`config.mk`:
```
export PLATFORM = sky130hd
export DESIGN_NAME = load_cell_adc_serial_reader_top
export DESIGN_NICKNAME = d
export VERILOG_FILES = /design/src/rtl/lcr_pkg.sv /design/src/rtl/load_cell_adc_serial_reader_top.sv /design/src/rtl/lcr_step_core.sv
export SDC_FILE = /design/constraint.sdc
export NUM_CORES = 1
export LEC_CHECK = 0
export BUFFER_PORTS_ARGS = -buffer_cell sky130_fd_sc_hd__buf_2
export CAP_MARGIN = 5
export CORE_AREA = 2 2 168 293
export DETAILED_ROUTE_END_ITERATION = 7
export DIE_AREA = 0 0 170 295
export SLEW_MARGIN = 30
export SYNTH_ARGS = -nofsm -noshare
export SYNTH_HDL_FRONTEND = slang
export SYNTH_SLANG_ARGS = --single-unit
```
`constraint.sdc`:
```
create_clock -name i_clk -period 6.3 [get_ports i_clk]
set_input_delay 0.945 -clock i_clk [delete_from_list [all_inputs] [get_ports i_clk]]
set_output_delay 0.945 -clock i_clk [all_outputs]
set_load 0.02 [all_outputs]
```
`src/rtl/lcr_pkg.sv`:
```
// ----------------------------------------------------------------------------
// lcr_pkg
// Shared types and constants for the load cell ADC serial reader.
// ----------------------------------------------------------------------------
package lcr_pkg;

    localparam int LCR_COUNT_BITS = 24;
    localparam int LCR_EXTRA_MAX  = 4;
    localparam int LCR_SHIFT_W    = LCR_COUNT_BITS + LCR_EXTRA_MAX;
    localparam int LCR_GAIN_W     = 3;
    localparam int LCR_POLL_W     = 32;
    localparam int LCR_TIMER_W    = LCR_POLL_W + 3;
    localparam int LCR_PULSE_W    = 16;
    localparam int LCR_BITCNT_W   = 5;
    localparam int LCR_OVF_W      = 16;
    localparam int LCR_WORD_W     = 32;
    localparam int LCR_CFG_IDX_W  = 2;
    localparam int LCR_CFG_DATA_W = 32;

    localparam logic [LCR_GAIN_W-1:0]   GAIN_MIN      = 3'd1;
    localparam logic [LCR_GAIN_W-1:0]   GAIN_MAX      = 3'd4;
    localparam logic [LCR_GAIN_W-1:0]   GAIN_RESET    = 3'd1;
    localparam logic [LCR_PULSE_W-1:0]  PULSE_RESET   = 16'd20;
    localparam logic [LCR_BITCNT_W-1:0] BITCNT_MAX    = 5'd31;
    localparam logic [LCR_OVF_W-1:0]    OVF_SAT       = '1;
    localparam logic [LCR_WORD_W-1:0]   WORD_DESYNC   = 32'h8000_0000;
    localparam logic [LCR_WORD_W-1:0]   WORD_TOO_LONG = 32'h4000_0000;

    typedef enum logic [1:0] {
        ERR_NONE     = 2'd0,
        ERR_DESYNC   = 2'd1,
        ERR_TOO_LONG = 2'd2
    } t_err;

    typedef enum logic [LCR_CFG_IDX_W-1:0] {
        REG_GAIN  = 2'd0,
        REG_POLL  = 2'd1,
        REG_PULSE = 2'd2
    } t_cfg_reg;

    typedef struct packed {
        logic [LCR_OVF_W-1:0]  overflow_count;
        logic                  data_ready;
        logic [LCR_WORD_W-1:0] sample_word;
        logic                  sample_valid;
        logic                  sclk_level;
    } t_result;

    localparam int LCR_RES_W = $bits(t_result);

endpackage

```
`src/rtl/load_cell_adc_serial_reader_top.sv`:
```
// ----------------------------------------------------------------------------
// load_cell_adc_serial_reader_top
// Load cell ADC serial reader: one input transaction per pin tick.
//
//   port group   dir  payload
//   s_axis_*     in   tdata[0] dout_level
//   m_axis_*     out  sclk_level, sample_valid, sample_word, data_ready,
//                     overflow_count
//   i_cfg_*      in   0 gain_select, 1 poll_interval, 2 pulse_ticks
//
// One transaction per cycle while s_axis_tready is high; each input transaction
// yields one output transaction, registered in the output or skid register.
// A two-entry output buffer (output register plus skid register) keeps input
// accepted while one result waits; s_axis_tready drops only when both hold.
// Reset is synchronous, active low; no clearing pass.
// ----------------------------------------------------------------------------
module load_cell_adc_serial_reader_top (
    input  logic                                i_clk,
    input  logic                                i_rst_n,
    input  logic                                s_axis_tvalid,
    output logic                                s_axis_tready,
    input  logic [7:0]                          s_axis_tdata,  // [0] dout_level
    output logic                                m_axis_tvalid,
    input  logic                                m_axis_tready,
    // [0] sclk_level, [1] sample_valid, [33:2] sample_word, [34] data_ready,
    // [50:35] overflow_count
    output logic [55:0]                         m_axis_tdata,
    input  logic                                i_cfg_we,
    input  logic [lcr_pkg::LCR_CFG_IDX_W-1:0]   i_cfg_index,
    input  logic [lcr_pkg::LCR_CFG_DATA_W-1:0]  i_cfg_data
);

    logic             accept;
    logic             pop;
    lcr_pkg::t_result res;
    lcr_pkg::t_result r_out_data;
    lcr_pkg::t_result r_skid_data;
    logic             r_out_valid;
    logic             r_skid_valid;

    assign s_axis_tready = !r_skid_valid;
    assign accept        = s_axis_tvalid && s_axis_tready;
    assign pop           = r_out_valid && m_axis_tready;

    lcr_step_core u_core (
        .i_clk       (i_clk),
        .i_rst_n     (i_rst_n),
        .i_step      (accept),
        .i_dout      (s_axis_tdata[0]),
        .i_cfg_we    (i_cfg_we),
        .i_cfg_index (i_cfg_index),
        .i_cfg_data  (i_cfg_data),
        .o_res       (res)
    );

    always_ff @(posedge i_clk) begin
        if (!i_rst_n) begin
            r_out_valid  <= 1'b0;
            r_skid_valid <= 1'b0;
        end else if (!r_out_valid || pop) begin
            if (r_skid_valid) begin
                r_out_valid  <= 1'b1;
                r_skid_valid <= 1'b0;
            end else begin
                r_out_valid <= accept;
            end
        end else if (accept) begin
            r_skid_valid <= 1'b1;
        end
    end

    always_ff @(posedge i_clk) begin
        if (!r_out_valid || pop) begin
            r_out_data <= r_skid_valid ? r_skid_data : res;
        end
        if (accept && r_out_valid && !pop) begin
            r_skid_data <= res;
        end
    end

    assign m_axis_tvalid = r_out_valid;
    assign m_axis_tdata  = {(56 - lcr_pkg::LCR_RES_W)'(0), r_out_data};

    a_skid_behind_out: assert property (@(posedge i_clk) disable iff (!i_rst_n)
        r_skid_valid |-> r_out_valid)
        else $error("skid entry held with empty output register");

    a_stall_holds: assert property (@(posedge i_clk) disable iff (!i_rst_n)
        (r_out_valid && !m_axis_tready) |=> (r_out_valid && r_out_data == $past(r_out_data)))
        else $error("stalled output transaction changed");

    a_no_loss: assert property (@(posedge i_clk) disable iff (!i_rst_n)
        (r_skid_valid && !pop) |=> r_skid_valid)
        else $error("buffered transaction dropped");

endmodule

```
`src/rtl/lcr_step_core.sv`:
```
// ----------------------------------------------------------------------------
// lcr_step_core
// Per-tick state update: poll timer, serial read sequencer, error tracking.
// ----------------------------------------------------------------------------
module lcr_step_core (
    input  logic                                i_clk,
    input  logic                                i_rst_n,
    input  logic                                i_step,
    input  logic                                i_dout,
    input  logic                                i_cfg_we,
    input  logic [lcr_pkg::LCR_CFG_IDX_W-1:0]   i_cfg_index,
    input  logic [lcr_pkg::LCR_CFG_DATA_W-1:0]  i_cfg_data,
    output lcr_pkg::t_result                    o_res
);

    logic [lcr_pkg::LCR_GAIN_W-1:0]   r_gain;
    logic [lcr_pkg::LCR_POLL_W-1:0]   r_poll;
    logic [lcr_pkg::LCR_PULSE_W-1:0]  r_pulse;

    logic [lcr_pkg::LCR_TIMER_W-1:0]  r_timer,   n_timer;
    logic                             r_pending, n_pending;
    logic                             r_ovf_flag, n_ovf_flag;
    logic [lcr_pkg::LCR_BITCNT_W-1:0] r_bitcnt,  n_bitcnt;
    logic [lcr_pkg::LCR_SHIFT_W-1:0]  r_shift,   n_shift;
    logic [lcr_pkg::LCR_PULSE_W-1:0]  r_ptimer,  n_ptimer;
    logic                             r_phase,   n_phase;
    lcr_pkg::t_err                    r_err,     n_err;
    logic [lcr_pkg::LCR_OVF_W-1:0]    r_ovf_tot, n_ovf_tot;

    logic [lcr_pkg::LCR_GAIN_W-1:0]       gain_eff;
    logic [lcr_pkg::LCR_BITCNT_W-1:0]     bit_total;
    logic [lcr_pkg::LCR_PULSE_W-1:0]      phase_len;
    logic [lcr_pkg::LCR_EXTRA_MAX:0]      extra_wide;
    logic [lcr_pkg::LCR_EXTRA_MAX-1:0]    extra_mask;
    logic [lcr_pkg::LCR_COUNT_BITS-1:0]   counts;
    logic [lcr_pkg::LCR_WORD_W-1:0]       counts_ext;
    logic [lcr_pkg::LCR_TIMER_W-1:0]      timer_dec;
    logic                                 cfg_poll_wr;
    lcr_pkg::t_result                     res;

    always_comb begin
        if (r_gain < lcr_pkg::GAIN_MIN) begin
            gain_eff = lcr_pkg::GAIN_MIN;
        end else if (r_gain > lcr_pkg::GAIN_MAX) begin
            gain_eff = lcr_pkg::GAIN_MAX;
        end else begin
            gain_eff = r_gain;
        end
    end

    assign bit_total  = lcr_pkg::LCR_BITCNT_W'(lcr_pkg::LCR_COUNT_BITS)
                      + lcr_pkg::LCR_BITCNT_W'(gain_eff);
    assign phase_len  = (r_pulse == '0) ? '0 : r_pulse - 1'b1;
    assign extra_wide = ((lcr_pkg::LCR_EXTRA_MAX+1)'(1) << gain_eff)
                      - (lcr_pkg::LCR_EXTRA_MAX+1)'(1);
    assign extra_mask = extra_wide[lcr_pkg::LCR_EXTRA_MAX-1:0];
    assign counts     = r_shift[gain_eff +: lcr_pkg::LCR_COUNT_BITS];
    assign counts_ext = {{(lcr_pkg::LCR_WORD_W-lcr_pkg::LCR_COUNT_BITS)
                          {counts[lcr_pkg::LCR_COUNT_BITS-1]}}, counts};
    assign cfg_poll_wr = i_cfg_we && (i_cfg_index == lcr_pkg::REG_POLL);

    always_comb begin
        n_timer    = r_timer;
        n_pending  = r_pending;
        n_ovf_flag = r_ovf_flag;
        n_bitcnt   = r_bitcnt;
        n_shift    = r_shift;
        n_ptimer   = r_ptimer;
        n_phase    = r_phase;
        n_err      = r_err;
        n_ovf_tot  = r_ovf_tot;
        timer_dec  = r_timer;
        res        = '0;
        res.data_ready = ~i_dout;

        if (r_poll == '0) begin
            res.sclk_level = 1'b1;
        end else begin
            // read sequencer
            if (r_pending) begin
                if (r_ptimer != '0) begin
                    n_ptimer = r_ptimer - 1'b1;
                end else if (r_phase) begin
                    n_phase  = 1'b0;
                    n_shift  = {r_shift[lcr_pkg::LCR_SHIFT_W-2:0], i_dout};
                    if (r_bitcnt < lcr_pkg::BITCNT_MAX) begin
                        n_bitcnt = r_bitcnt + 1'b1;
                    end
                    n_ptimer = phase_len;
                end else if (r_bitcnt >= bit_total) begin
                    if ((r_shift[lcr_pkg::LCR_EXTRA_MAX-1:0] & extra_mask) != extra_mask) begin
                        n_err = lcr_pkg::ERR_DESYNC;
                    end else if (r_ovf_flag) begin
                        n_err = lcr_pkg::ERR_TOO_LONG;
                    end
                    res.sample_valid = 1'b1;
                    case (n_err)
                        lcr_pkg::ERR_DESYNC:   res.sample_word = lcr_pkg::WORD_DESYNC;
                        lcr_pkg::ERR_TOO_LONG: res.sample_word = lcr_pkg::WORD_TOO_LONG;
                        default:               res.sample_word = counts_ext;
                    endcase
                    n_pending  = 1'b0;
                    n_ovf_flag = 1'b0;
                    n_bitcnt   = '0;
                    n_shift    = '0;
                    n_ptimer   = '0;
                    n_phase    = 1'b0;
                end else begin
                    n_phase  = 1'b1;
                    n_ptimer = phase_len;
                end
            end

            // poll timer
            if (r_timer != '0) begin
                timer_dec = r_timer - 1'b1;
            end
            n_timer = timer_dec;
            if (timer_dec == '0) begin
                if (n_pending) begin
                    if (r_ovf_tot != lcr_pkg::OVF_SAT) begin
                        n_ovf_tot = r_ovf_tot + 1'b1;
                    end
                    n_ovf_flag = 1'b1;
                    n_timer    = {1'b0, r_poll, 2'b00};
                end else if (!i_dout) begin
                    n_pending  = 1'b1;
                    n_ovf_flag = 1'b0;
                    n_bitcnt   = '0;
                    n_shift    = '0;
                    n_ptimer   = '0;
                    n_phase    = 1'b0;
                    n_timer    = {r_poll, 3'b000};
                end else begin
                    n_timer = {3'b000, r_poll};
                end
            end
            res.sclk_level = n_phase;
        end
        res.overflow_count = n_ovf_tot;
    end

    assign o_res = res;

    always_ff @(posedge i_clk) begin
        if (!i_rst_n) begin
            r_gain     <= lcr_pkg::GAIN_RESET;
            r_poll     <= '0;
            r_pulse    <= lcr_pkg::PULSE_RESET;
            r_timer    <= '0;
            r_pending  <= 1'b0;
            r_ovf_flag <= 1'b0;
            r_bitcnt   <= '0;
            r_shift    <= '0;
            r_ptimer   <= '0;
            r_phase    <= 1'b0;
            r_err      <= lcr_pkg::ERR_NONE;
            r_ovf_tot  <= '0;
        end else if (i_cfg_we) begin
            unique case (i_cfg_index)
                lcr_pkg::REG_GAIN: begin
                    r_gain <= i_cfg_data[lcr_pkg::LCR_GAIN_W-1:0];
                end
                lcr_pkg::REG_POLL: begin
                    r_poll     <= i_cfg_data[lcr_pkg::LCR_POLL_W-1:0];
                    r_timer    <= {3'b000, i_cfg_data[lcr_pkg::LCR_POLL_W-1:0]};
                    r_pending  <= 1'b0;
                    r_ovf_flag <= 1'b0;
                    r_bitcnt   <= '0;
                    r_shift    <= '0;
                    r_ptimer   <= '0;
                    r_phase    <= 1'b0;
                    r_err      <= lcr_pkg::ERR_NONE;
                    if (i_cfg_data[lcr_pkg::LCR_POLL_W-1:0] != '0) begin
                        r_ovf_tot <= '0;
                    end
                end
                lcr_pkg::REG_PULSE: begin
                    r_pulse <= i_cfg_data[lcr_pkg::LCR_PULSE_W-1:0];
                end
                default: begin
                end
            endcase
        end else if (i_step) begin
            r_timer    <= n_timer;
            r_pending  <= n_pending;
            r_ovf_flag <= n_ovf_flag;
            r_bitcnt   <= n_bitcnt;
            r_shift    <= n_shift;
            r_ptimer   <= n_ptimer;
            r_phase    <= n_phase;
            r_err      <= n_err;
            r_ovf_tot  <= n_ovf_tot;
        end
    end

    a_phase_needs_read: assert property (@(posedge i_clk) disable iff (!i_rst_n)
        r_phase |-> r_pending)
        else $error("serial clock high with no read in progress");

    a_idle_read_clear: assert property (@(posedge i_clk) disable iff (!i_rst_n)
        !r_pending |-> (r_bitcnt == '0 && r_shift == '0))
        else $error("read state not cleared while idle");

    a_ovf_monotonic: assert property (@(posedge i_clk) disable iff (!i_rst_n)
        !cfg_poll_wr |=> r_ovf_tot >= $past(r_ovf_tot))
        else $error("overflow total decreased without a poll write");

    a_error_word: assert property (@(posedge i_clk) disable iff (!i_rst_n)
        (i_step && !i_cfg_we && res.sample_valid && r_err != lcr_pkg::ERR_NONE)
        |-> (res.sample_word == lcr_pkg::WORD_DESYNC
             || res.sample_word == lcr_pkg::WORD_TOO_LONG))
        else $error("sample emitted while an error is latched");

endmodule

```
Word-level counts from Yosys, hierarchy flattened
Index checks and enable logic that the tools add are counted.
{"block": "word_totals", "ff_bits": 260, "input_bits": 47, "output_inout_bits": 58, "word_cells": 185}
{"block": "classes", "addsub": 7, "order_cmp": 4, "n_eq_ne": 11, "shift": 2, "mux": 109, "bitwise": 3, "reduce_logical": 25}
{"op": "2-to-1 mux 16 bit", "n": 20}
{"op": "2-to-1 mux 35 bit", "n": 9}
{"op": "2-to-1 mux 28 bit", "n": 11}
{"op": "2-to-1 mux 33 bit", "n": 5}
{"op": "case mux 32 bit (2 select lines)", "n": 1}
{"op": "2-to-1 mux 5 bit", "n": 12}
{"op": "2-to-1 mux 51 bit", "n": 1}
{"op": "zero test 35 bit", "n": 1}
{"op": "nonzero test 35 bit", "n": 1}
{"op": "subtractor 35 x 1 -> 35 bit (second input constant)", "n": 1}
{"op": "2-to-1 mux 1 bit", "n": 33}
{"op": "zero test 32 bit", "n": 1}
{"op": "nonzero test 32 bit", "n": 1}
{"op": "subtractor 16 x 1 -> 16 bit (second input constant)", "n": 2}
{"op": "2-to-1 mux 2 bit", "n": 15}
{"op": "indexed part select 28 x 4 -> 24 bit", "n": 1}
{"op": "adder 16 x 1 -> 16 bit (second input constant)", "n": 1}
{"op": "zero test 16 bit", "n": 1}
{"op": "inequality test 16 bit (second input constant)", "n": 1}
{"op": "nonzero test 16 bit", "n": 1}
{"op": "AND reduction 7 bit", "n": 1}
{"op": "2-to-1 mux 3 bit", "n": 2}
{"op": "inequality test 2 bit (second input constant)", "n": 3}
{"op": "AND reduction 2 bit", "n": 3}
{"op": "other kinds (21)", "n": 33}

Depth between registers and ports, before layout
Gate-level depths: netlist of run 1.
{"block": "depth", "ltp_word": 21, "ltp_mapped": 15, "ltp_nobuf": 12}

By module
From an unflattened synthesis of run 1, not the netlist that was laid out.
{"block": "hier_totals", "hier_cells": 1592, "hier_area_um2": 14610.3}
{"mod": "lcr_step_core", "instances": 1, "cells_per_inst": 1418, "area_each_um2": 10556.4, "seq_area_each_um2": 3123.0}
{"mod": "load_cell_adc_serial_reader_top", "instances": 1, "cells_per_inst": 174, "area_each_um2": 4053.9, "seq_area_each_um2": 3103.0}

Worst setup path before layout of run 1
OpenSTA, ideal clock, no wires.
{"block": "synth_timing", "path_kind": "input to register", "from": "in m_axis_tready", "to": "reg r_skid_data[0] in the netlist's numbering (enable)", "setup_time_ns": 0.447, "arrival_ns": 4.118, "t_required_ns": 5.853, "slack_ns": 1.734, "stages": 2, "n_path_buf": 0, "cell_sequence": "nand2b_1 > nor2_1"}
{"block": "synth_between", "elab_chain_cells": 3}
{"element": "from (decl)", "line_no": "load_cell_adc_serial_reader_top.sv:24", "rtl": "input logic m_axis_tready,"}
{"element": "logical AND 1 bit", "line_no": "load_cell_adc_serial_reader_top.sv:43", "rtl": "assign pop = r_out_valid && m_axis_tready;"}
{"element": "zero test 1 bit", "line_no": "load_cell_adc_serial_reader_top.sv:76", "rtl": "if (accept && r_out_valid && !pop) begin"}
{"element": "logical AND 1 bit", "line_no": "load_cell_adc_serial_reader_top.sv:76"}
{"element": "to (signal assigned)", "line_no": "load_cell_adc_serial_reader_top.sv:77", "rtl": "r_skid_data <= res;"}
{"element": "to (decl)", "line_no": "load_cell_adc_serial_reader_top.sv:37", "rtl": "lcr_pkg::t_result r_skid_data;"}
No other way between the ends.
A chain may end at the register's enable or synchronous reset.

Worst setup path in the final report of run 1
{"block": "layout_timing", "from": "reg u_core.r_timer[0] in the netlist's numbering", "to": "reg u_core.r_timer[8] in the netlist's numbering"}
{"block": "layout_between", "elab_chain_cells": 8, "elab_cells_between_ends": 9, "classes_between": "add/sub: 1; mux: 6; reduce/logical: 2"}
{"element": "from (decl)", "line_no": "lcr_step_core.sv:20", "rtl": "logic [lcr_pkg::LCR_TIMER_W-1:0] r_timer, n_timer;"}
{"element": "from (signal assigned)", "line_no": "lcr_step_core.sv:166", "rtl": "r_timer <= {3'b000, i_cfg_data[lcr_pkg::LCR_POLL_W-1:0]};"}
{"element": "from (signal assigned)", "line_no": "lcr_step_core.sv:185", "rtl": "r_timer <= n_timer;"}
{"element": "subtractor 35 x 1 -> 35 bit / nonzero test 35 bit (equally long branches)", "line_no": "lcr_step_core.sv:116, lcr_step_core.sv:115"}
{"element": "2-to-1 mux 35 bit *", "line_no": "lcr_step_core.sv:115", "rtl": "if (r_timer != '0) begin"}
{"element": "2-to-1 mux 35 bit *", "line_no": "lcr_step_core.sv:76", "rtl": "if (r_poll == '0) begin"}
{"element": "zero test 35 bit", "line_no": "lcr_step_core.sv:119", "rtl": "if (timer_dec == '0) begin"}
{"element": "2-to-1 mux 35 bit *", "line_no": "lcr_step_core.sv:119"}
{"element": "2-to-1 mux 35 bit *", "line_no": "lcr_step_core.sv:76"}
{"element": "2-to-1 mux 35 bit *", "line_no": "lcr_step_core.sv:184", "rtl": "end else if (i_step) begin"}
{"element": "2-to-1 mux 35 bit *", "line_no": "lcr_step_core.sv:159", "rtl": "end else if (i_cfg_we) begin"}
Every way passes the cells marked *; elsewhere a longest branch is shown, timed or not. The select of a mux whose other input is x is not followed.

==> out/metrics.csv, run 1 <==
stage,metric,value,unit
status,status,"complete, no violations",
timing,Final Max Slew Viols,0,
routing,Residual DRC,0,
placement,Placed Area,15100,um^2
cells_and_area,Syn-to-layout area delta,12.8,%
clock_network,post_cts resized,0,
floorplan,Top Ports,105,
global_route,M3 GR Usage,1.69,%
synthesis,post-synthesis sequential area ratio,41.4,%
setup_path,Crit-path slowest cell,and3_1,
clock_network,Hold Buf Count CTS,0,
routing,drt pass-1 iters,5,
placement,Port Buffers,92,
synthesis,asr flop ratio synth,0,%
setup_path,"most used cell, CP",or4b_1,
clock_network,clock root cell,clkbuf_16,
routing,DRT Wirelength,42.8,mm
setup_path,CP Class,flop to flop,
global_route,vias in the first global route,12445,
flow_run,maximum capacitance violations,0,
floorplan,Die Wd,170,um
clock_network,H-tree levels,1,
synthesis,unique cell type count in the Yosys netlist,80,
clock_network,Skew-Pair Late Insertion Delay,0.57,ns
global_route,initial antenna violation count,0,
clock_network,"CTS clk-pin slew, worst paths",0.06,ns
synthesis,Post-Syn Area,14200,um^2
hold_path,worst min-delay path class,flop to flop,
timing,Final Hold Viols,0,
timing,clk_skew,0.0180,ns
synthesis,Synth Warn #,0,
global_route,GRT met1 Usage,18.7,%
placement,GP Congestion,0.952,
floorplan,core area,47700,um^2
cells_and_area,n_diodes,0,
setup_path,Worst EP required,6.71,ns
setup_path,internal reg-to-reg setup slack,0.89,ns
clock_network,Setup Buffers After CTS,0,
cells_and_area,final core utilization,33.5,%
synthesis,post-synthesis cell count,1722,
floorplan,Initial Utilization,29.7,%
synthesis,post-synth top area cell,dfxtp_1,
setup_path,crit-path max cell delay,0.70,ns
cells_and_area,multi-input logic area,7640,um^2
floorplan,die area,50200,um^2
pwr,Comb power frac,17.1,%
timing,Final Cycle Share,85.9,%
timing,tightest slew margin relative to the limit,33.2,%
clock_network,Num Clock Sinks,248,
timing,Max Fclk,185,MHz
cells_and_area,"commonest non-fill, non-tap cell in the layout",nand2_1,
cells_and_area,register area,5870,um^2
placement,HPWL after DPL,30.6,mm
pwr,VDD IR max,0.164,mV
setup_path,CP cell instances,inv_1 > ha_1 > or4b_1 > or4_1 > nor4_4 > o21a_1 > or4b_1 > nor4_1 > and3_1 > buf_4 > mux2i_1 > a21oi_1,
pwr,Switch Pwr,1.22,mW
routing,vias per cell,5.51,
global_route,Overall Global Routing Usage,16.6,%
synthesis,post-synth top area share,22.3,%
synthesis,Post-synth EDFFs,90,
timing,"Setup violations, final",0,
setup_path,worst path arrival time,5.82,ns
timing,final hold slack,0.483,ns
setup_path,WP buf/inv,2,
setup_path,type of origin of the critical path,flop,
timing,final worst slack,0.889,ns
timing,measured slew at the worst slew-check pin,0.993,ns
setup_path,Worst Path Max Fanout,16,
global_route,largest net degree at the start of global routing,84,
synthesis,Synth Area per Inst,8.24,um^2
pwr,total power,4.04,mW
timing,setup_tns,0,ns
synthesis,register bit total from synthesis,248,
routing,DR WL/cell,18.2,um
floorplan,# rows,106,
setup_path,cell family with most CP delay,simple AND/OR/NAND/NOR gates,
routing,DRT iter0 DRCs,976,
setup_path,Worst setup EP type,flop,
pwr,sw frac,30.1,%
timing,unrepaired setup endpoints after global routing,no,
routing,routed vias,12971,
global_route,first-pass GRT wire length,67.4,mm
placement,Setup WS pre-CTS,1.02,ns
cells_and_area,nets@finish,1799,
synthesis,largest cells by area after synthesis,"dfxtp_1, edfxtp_1, nand2_1",
clock_network,CTS tree,done,
cells_and_area,fin area,16000,um^2
global_route,Top Usage Layer GRT,met2,
timing,Final min period,5.41,ns
pwr,Power Density,252,nW/um^2
global_route,GRT met2 Usage,30.7,%
placement,dpl cells,2306,
global_route,total grt overflow,0,
pwr,Seq pwr share,44.4,%
cells_and_area,share of layout cells above drive strength 1,12.1,%
clock_network,CTS Buffer Depth,3,
cells_and_area,most frequent cells in the layout,"nand2_1, dfxtp_1, nor2_1, a21oi_1, buf_2",
pwr,P_leak,5.63,nW
synthesis,"Primary FF master, synth",dfxtp_1,
pwr,Int Pwr,2.82,mW
cells_and_area,Layout Cells excl Fill,2356,
routing,antenna-violating nets left,0,
clock_network,TritonCTS buffer count,27,
cells_and_area,filler instances,5009,
floorplan,die height,295,um
pwr,clock power share,38.5,%
## cell usage after synthesis, types with 16 or more instances
library cell / instances
a32oi_1: 16
xor2_1: 22
nor3_1: 42
nand2_1: 302
nand4_1: 18
a211oi_1: 38
o21ai_0: 87
a31oi_1: 26
dfxtp_1: 158
nor2_1: 152
a21oi_1: 123
o211ai_1: 51
inv_1: 32
or4_1: 26
or3_1: 18
nand3b_1: 31
nor4_1: 36
edfxtp_1: 90
o31ai_1: 38
xnor2_1: 21
nand3_1: 42
clkbuf_1: 113
mux2i_1: 60
## worst reg2reg max path, stage by stage, from the launching register on
cell,delay [ns]
dfxtp_1,0.38
inv_1,0.13
ha_1,0.32
or4b_1,0.54
or4_1,0.67
nor4_4,0.62
o21a_1,0.28
or4b_1,0.51
nor4_1,0.41
and3_1,0.70
buf_4,0.36
mux2i_1,0.24
a21oi_1,0.09
## per-layer routing
metal / part of all wire, % / up-vias
li1: - / 6340
met1: 40 / 6163
met2: 51 / 369
met3: 3.8 / 99
met4: 5.1 / 0
met5: 0 / -
## power by group through the flow
stage | clock network (mW) | logic (mW) | registers [mW]
2_1_floorplan | 0 | 0.471 | 1.82
3_3_place_gp | 0 | 0.679 | 1.82
3_5_place_dp | 0 | 0.686 | 1.83
4_1_cts | 1.60 | 0.688 | 1.79
5_1_grt | 1.65 | 0.754 | 1.80
6_report | 1.56 | 0.691 | 1.79
## final cells by class
cell class,count,share of cell area (%)
multi-input cells,1298,47.8
flip-flops and latches,248,36.7
repair buffers,132,4.75
well taps,594,4.64
clock buffers,37,4.61
inverters,34,0.797
clock inverters,13,0.766
## worst paths after layout
path / depth (start not counted) / endpoint / start
max: 12 / u_core.r_timer[8] / u_core.r_timer[0]
min: 2 / u_core.r_shift[27] / u_core.r_shift[27]
max reg2reg: 12 / u_core.r_timer[8] / u_core.r_timer[0]
min reg2reg: 2 / u_core.r_shift[27] / u_core.r_shift[27]
## flip-flops by register name (all words and copies together) (netlist names)
register / count
u_core.r_shift: 28
r_skid_data: 45
u_core.r_timer: 35
u_core.r_ovf_tot: 16
u_core.r_poll: 32
u_core.r_ptimer: 16
u_core.r_pulse: 16
u_core.r_gain: 3
m_axis_tvalid: 1
r_skid_valid: 1
u_core.r_bitcnt: 5
u_core.r_phase: 1
m_axis_tdata: 45
u_core.r_pending: 1
u_core.r_err: 2
u_core.r_ovf_flag: 1
## cells by family (layout without fill, tap and decap cells)
group,Yosys count,after routing,share of synthesized area [%]
mux,68,68,4.87
fa+ha+maj,11,11,0.970
simple gates,730,730,24.8
flops,248,248,41.4
buf+inv,180,216,5.28
other cells,1,5,0.0264
xor+xnor,43,43,2.66
compound gates,441,441,20.1
No activity file was read; power rests on OpenSTA's default activity.
==> inputs of run 2 (changes only) <==
--- a/config.mk
+++ b/config.mk
@@ -10,6 +10,7 @@
 export CORE_AREA = 2 2 168 293
 export DETAILED_ROUTE_END_ITERATION = 7
 export DIE_AREA = 0 0 170 295
+export MAX_ROUTING_LAYER = met4
 export SLEW_MARGIN = 30
 export SYNTH_ARGS = -nofsm -noshare
 export SYNTH_HDL_FRONTEND = slang
==> out/metrics.csv, run 2 (synthesized netlist as in run 1, its figures left out) <==
stage,metric,value,unit
setup_path,Worst Path Max Fanout,14,
cells_and_area,"commonest non-fill, non-tap cell in the layout",nand2_1,
timing,unrepaired setup endpoints after global routing,no,
global_route,first-pass GRT wire length,67.8,mm
cells_and_area,nets@finish,1794,
global_route,largest net degree at the start of global routing,83,
global_route,Overall Global Routing Usage,17.3,%
setup_path,cell family with most CP delay,simple AND/OR/NAND/NOR gates,
placement,GP Congestion,0.967,
placement,HPWL after DPL,30.5,mm
hold_path,worst min-delay path class,flop to flop,
clock_network,CTS tree,done,
clock_network,clock root cell,clkbuf_16,
flow_run,maximum capacitance violations,0,
clock_network,Setup Buffers After CTS,0,
setup_path,Worst path depth,11,
global_route,initial antenna violation count,0,
timing,setup_tns,0,ns
clock_network,Hold Buf Count CTS,0,
clock_network,post_cts resized,0,
setup_path,CP Class,flop to flop,
floorplan,# rows,106,
floorplan,Die Wd,170,um
global_route,total grt overflow,0,
timing,Final Max Slew Viols,0,
setup_path,Worst setup EP type,flop,
timing,tightest slew margin relative to the limit,33.5,%
setup_path,worst path arrival time,5.73,ns
timing,Final min period,5.47,ns
pwr,P_leak,5.64,nW
placement,Port Buffers,92,
floorplan,Initial Utilization,29.7,%
status,status,"complete, no violations",
placement,Setup WS pre-CTS,0.974,ns
floorplan,die area,50200,um^2
global_route,vias in the first global route,12338,
floorplan,die height,295,um
clock_network,Skew-Pair Late Insertion Delay,0.56,ns
setup_path,R2R cell count,11,
routing,DRT iter0 DRCs,1023,
cells_and_area,filler instances,5014,
setup_path,type of origin of the critical path,flop,
cells_and_area,n_diodes,0,
routing,DRT Wirelength,42.9,mm
timing,final worst slack,0.828,ns
floorplan,core area,47700,um^2
timing,Final Cycle Share,86.9,%
floorplan,Top Ports,105,
setup_path,Crit-path slowest cell,or4_1,
pwr,total power,4.09,mW
cells_and_area,Syn-to-layout area delta,12.9,%
clock_network,Num Clock Sinks,248,
hold_path,hold path start,u_core.r_shift[27],
setup_path,CP cell instances,inv_1 > ha_1 > or4b_1 > or4_1 > nor4_4 > o21ai_2 > or4b_4 > nor4_4 > nand4_1 > nor4_1 > o31ai_1,
routing,routed vias,12888,
timing,Max Fclk,183,MHz
timing,"Setup violations, final",0,
cells_and_area,share of layout cells above drive strength 1,12.1,%
setup_path,WP buf/inv,1,
clock_network,CTS Buffer Depth,3,
pwr,VDD IR max,0.171,mV
timing,measured slew at the worst slew-check pin,0.989,ns
timing,Final Hold Viols,0,
routing,antenna-violating nets left,0,
routing,vias per cell,5.49,
clock_network,"CTS clk-pin slew, worst paths",0.07,ns
routing,DR WL/cell,18.3,um
hold_path,Worst Hold Depth,2,
setup_path,"most used cell, CP",nor4_4,
routing,drt pass-1 iters,5,
pwr,Power Density,255,nW/um^2
cells_and_area,most frequent cells in the layout,"nand2_1, dfxtp_1, nor2_1, a21oi_1, buf_2",
clock_network,TritonCTS buffer count,25,
setup_path,Critical Path Start,u_core.r_timer[0],
setup_path,Worst EP required,6.56,ns
routing,Residual DRC,0,
timing,clk_skew,0.0233,ns
setup_path,crit-path max cell delay,0.67,ns
clock_network,H-tree levels,1,
setup_path,Worst R2R Start,u_core.r_timer[0],
## run 2: cell count changes in the layout (fill, tap and decap cells not counted), moves of 2 or more
| cell | previous run | this run |
|---|---|---|
| clkbuf_1 | 7 | 1 |
| clkbuf_16 | 27 | 25 |
| clkinv_2 | 1 | 3 |
| buf_4 | 40 | 36 |
| bufinv_16 | 1 | 4 |
| clkinv_4 | 2 | 4 |
## run 2: final timing paths
kind	to	slack, ns
max	m_axis_tdata[47]	0.83
max reg2reg	m_axis_tdata[47]	0.83
min	u_core.r_shift[27]	0.47
min reg2reg	u_core.r_shift[27]	0.47
## run 2: worst min-delay path, delay by kind of cell (launching register included)
| kind | cells | cell delay, ns |
|---|---|---|
| flip-flops | 1 | 0.31 |
| AND/OR/NAND/NOR | 1 | 0.05 |
| AO/OA/AOI/OAI | 1 | 0.06 |
## run 2: final cells by class
cell class,instances,area (um^2),share of cell area (%)
Clock buffer,29,671,4.19
Clock inverter,17,205,1.28
Inverter,34,128,0.797
Multi-Input combinational cell,1298,7640,47.7
Sequential cell,248,5870,36.7
Tap cell,594,743,4.64
Timing Repair Buffer,129,751,4.69
## run 2: stage by stage
stage / utilization (%) / area, um^2 / instances / hold slack [ns]
after floorplan: - / 14200 / 1726 / 0.436
after global placement: 31.7 / 15100 / 2303 / 0.447
after detailed placement: 31.7 / 15100 / 2303 / 0.455
after CTS: 33.5 / 16000 / 2349 / 0.467
after global routing: 33.5 / 16000 / 2349 / 0.504
final: 33.5 / 16000 / 2349 / 0.472
## run 2: per-layer routing
| metal | global-route usage (%) | vias up | wire, um |
|---|---|---|---|
| li1 | - | 6321 | - |
| met1 | 19.4 | 6113 | 17300 |
| met2 | 30.7 | 354 | 21800 |
| met3 | 1.57 | 100 | 1690 |
| met4 | 8.26 | 0 | 2100 |
| met5 | - | - | 0 |
## run 2: power by group
| part | internal [mW] | switching [mW] |
|---|---|---|
| clock network | 0.931 | 0.674 |
| logic | 0.233 | 0.459 |
| registers | 1.72 | 0.0720 |
==> inputs of run 3 (changes only) <==
--- a/config.mk
+++ b/config.mk
@@ -7,10 +7,11 @@
 export LEC_CHECK = 0
 export BUFFER_PORTS_ARGS = -buffer_cell sky130_fd_sc_hd__buf_2
 export CAP_MARGIN = 5
-export CORE_AREA = 2 2 168 293
+export CORE_AREA = 2 2 132 186
 export DETAILED_ROUTE_END_ITERATION = 7
-export DIE_AREA = 0 0 170 295
+export DIE_AREA = 0 0 134 188
 export MAX_ROUTING_LAYER = met4
+export PLACE_DENSITY = 0.8
 export SLEW_MARGIN = 30
 export SYNTH_ARGS = -nofsm -noshare
 export SYNTH_HDL_FRONTEND = slang
==> out/metrics.csv, run 3 (synthesized netlist as in run 1, its figures left out) <==
stage,metric,value,unit
status,status,"complete, no violations",
floorplan,die area,25200,um^2
clock_network,Skew-Pair Late Insertion Delay,0.54,ns
global_route,largest net degree at the start of global routing,81,
global_route,vias in the first global route,12235,
routing,vias per cell,6.38,
routing,drt pass-1 iters,5,
floorplan,Top Ports,105,
clock_network,post_cts resized,0,
placement,dpl cells,2018,
timing,measured slew at the worst slew-check pin,0.957,ns
clock_network,CTS Buffer Depth,3,
setup_path,CP cell instances,inv_1 > ha_1 > or4b_1 > or4_1 > nor4_4 > buf_4 > o21ai_2 > or4b_4 > nor4_4 > nand4_2 > or4_1 > o211ai_1,
setup_path,crit-path max cell delay,0.67,ns
global_route,Overall Global Routing Usage,30.7,%
cells_and_area,share of layout cells above drive strength 1,11.8,%
routing,DR WL/cell,18.6,um
cells_and_area,Layout Cells excl Fill,2062,
cells_and_area,multi-input logic area,7630,um^2
setup_path,Worst setup EP type,flop,
placement,Port Buffers,92,
timing,Final Cycle Share,79.6,%
timing,clk_skew,0.0219,ns
global_route,first-pass GRT wire length,61.8,mm
clock_network,"CTS clk-pin slew, worst paths",0.06,ns
floorplan,die height,188,um
timing,Final Max Slew Viols,0,
clock_network,clock root cell,clkbuf_16,
timing,unrepaired setup endpoints after global routing,no,
global_route,total grt overflow,0,
timing,"Setup violations, final",0,
setup_path,WP buf/inv,2,
clock_network,TritonCTS buffer count,24,
clock_network,Setup Buffers After CTS,0,
pwr,VDD IR max,0.237,mV
pwr,P_leak,5.62,nW
setup_path,Worst EP required,6.66,ns
clock_network,Hold Buf Count CTS,0,
cells_and_area,most frequent cells in the layout,"nand2_1, dfxtp_1, nor2_1, a21oi_1, buf_2",
cells_and_area,Syn-to-layout area delta,9.86,%
timing,setup_tns,0,ns
floorplan,Initial Utilization,60.2,%
timing,tightest slew margin relative to the limit,36.1,%
placement,GP Congestion,1.06,
floorplan,# rows,67,
timing,final hold slack,0.459,ns
routing,routed vias,13153,
pwr,Power Density,256,nW/um^2
setup_path,CP Class,flop to flop,
timing,Max Fclk,199,MHz
timing,Final min period,5.02,ns
clock_network,H-tree levels,1,
cells_and_area,nets@finish,1792,
timing,Final Hold Viols,0,
routing,Residual DRC,0,
cells_and_area,n_diodes,0,
setup_path,type of origin of the critical path,flop,
setup_path,Crit-path slowest cell,or4_1,
cells_and_area,register area,5870,um^2
hold_path,worst min-delay path class,flop to flop,
setup_path,cell family with most CP delay,simple AND/OR/NAND/NOR gates,
cells_and_area,filler instances,1994,
global_route,initial antenna violation count,0,
setup_path,Worst Path Max Fanout,25,
floorplan,core area,23600,um^2
clock_network,CTS tree,done,
setup_path,worst path arrival time,5.38,ns
floorplan,Die Wd,134,um
placement,HPWL after DPL,26.4,mm
clock_network,Num Clock Sinks,248,
routing,antenna-violating nets left,0,
cells_and_area,"commonest non-fill, non-tap cell in the layout",nand2_1,
cells_and_area,fin area,15600,um^2
routing,DRT iter0 DRCs,1229,
placement,Placed Area,14700,um^2
flow_run,maximum capacitance violations,0,
routing,DRT Wirelength,38.3,mm
[run 3: changes by cell type in the layout (fill, tap and decap cells not counted), moves of 2 or more]
cell,delta
clkinvlp_4,-2
clkbuf_1,+3
clkbuf_8,+3
clkinv_4,-4
clkinv_1,-3
bufinv_16,-2
[run 3: worst min-delay path, cell delays in order, from the launching register on]
cell and delay (ns):
dfxtp_1 0.31, nand2_1 0.05, o21ai_0 0.06
[run 3: path summary, 6_finish.rpt]
| check | startpoint | slack, ns | endpoint | cells past startpoint |
|---|---|---|---|---|
| setup / recovery | u_core.r_timer[0] | 1.28 | m_axis_tdata[44] | 12 |
| hold / removal | u_core.r_shift[27] | 0.46 | u_core.r_shift[27] | 2 |
| setup reg to reg | u_core.r_timer[0] | 1.28 | m_axis_tdata[44] | 12 |
| hold reg to reg | u_core.r_shift[27] | 0.46 | u_core.r_shift[27] | 2 |
[run 3: metal layers]
layer / vias to the layer above / track usage, % / part of all wire, %
li1: 6329 / - / -
met1: 6214 / 36.6 / 40
met2: 501 / 52.2 / 50
met3: 109 / 3.22 / 5.8
met4: 0 / 13.5 / 4.2
met5: - / - / 0
[run 3: power by group]
| part | internal [mW] | switching (mW) | leakage (nW) |
|---|---|---|---|
| clock network | 0.906 | 0.627 | 0.423 |
| logic | 0.230 | 0.438 | 3.05 |
| registers | 1.72 | 0.0738 | 2.16 |
| total | 2.86 | 1.14 | 5.62 |
[run 3: cell type report]
class	count	share of cell area, %
Multi-Input combinational cell	1298	48.9
Tap cell	310	2.49
Inverter	34	0.819
Timing Repair Buffer	128	4.69
Sequential cell	248	37.7
Clock inverter	7	0.570
Clock buffer	37	4.83
[run 3: metrics by stage]
stage / utilization, % / total power [mW] / setup slack, ns
after floorplan: - / 2.29 / 1.73
final: 66.1 / 4.00 / 1.28
after global placement: 62.6 / 2.47 / 1.42
after global routing: 66.1 / 4.13 / 0.889
after CTS: 66.1 / 3.99 / 1.31
after detailed placement: 62.6 / 2.48 / 1.34
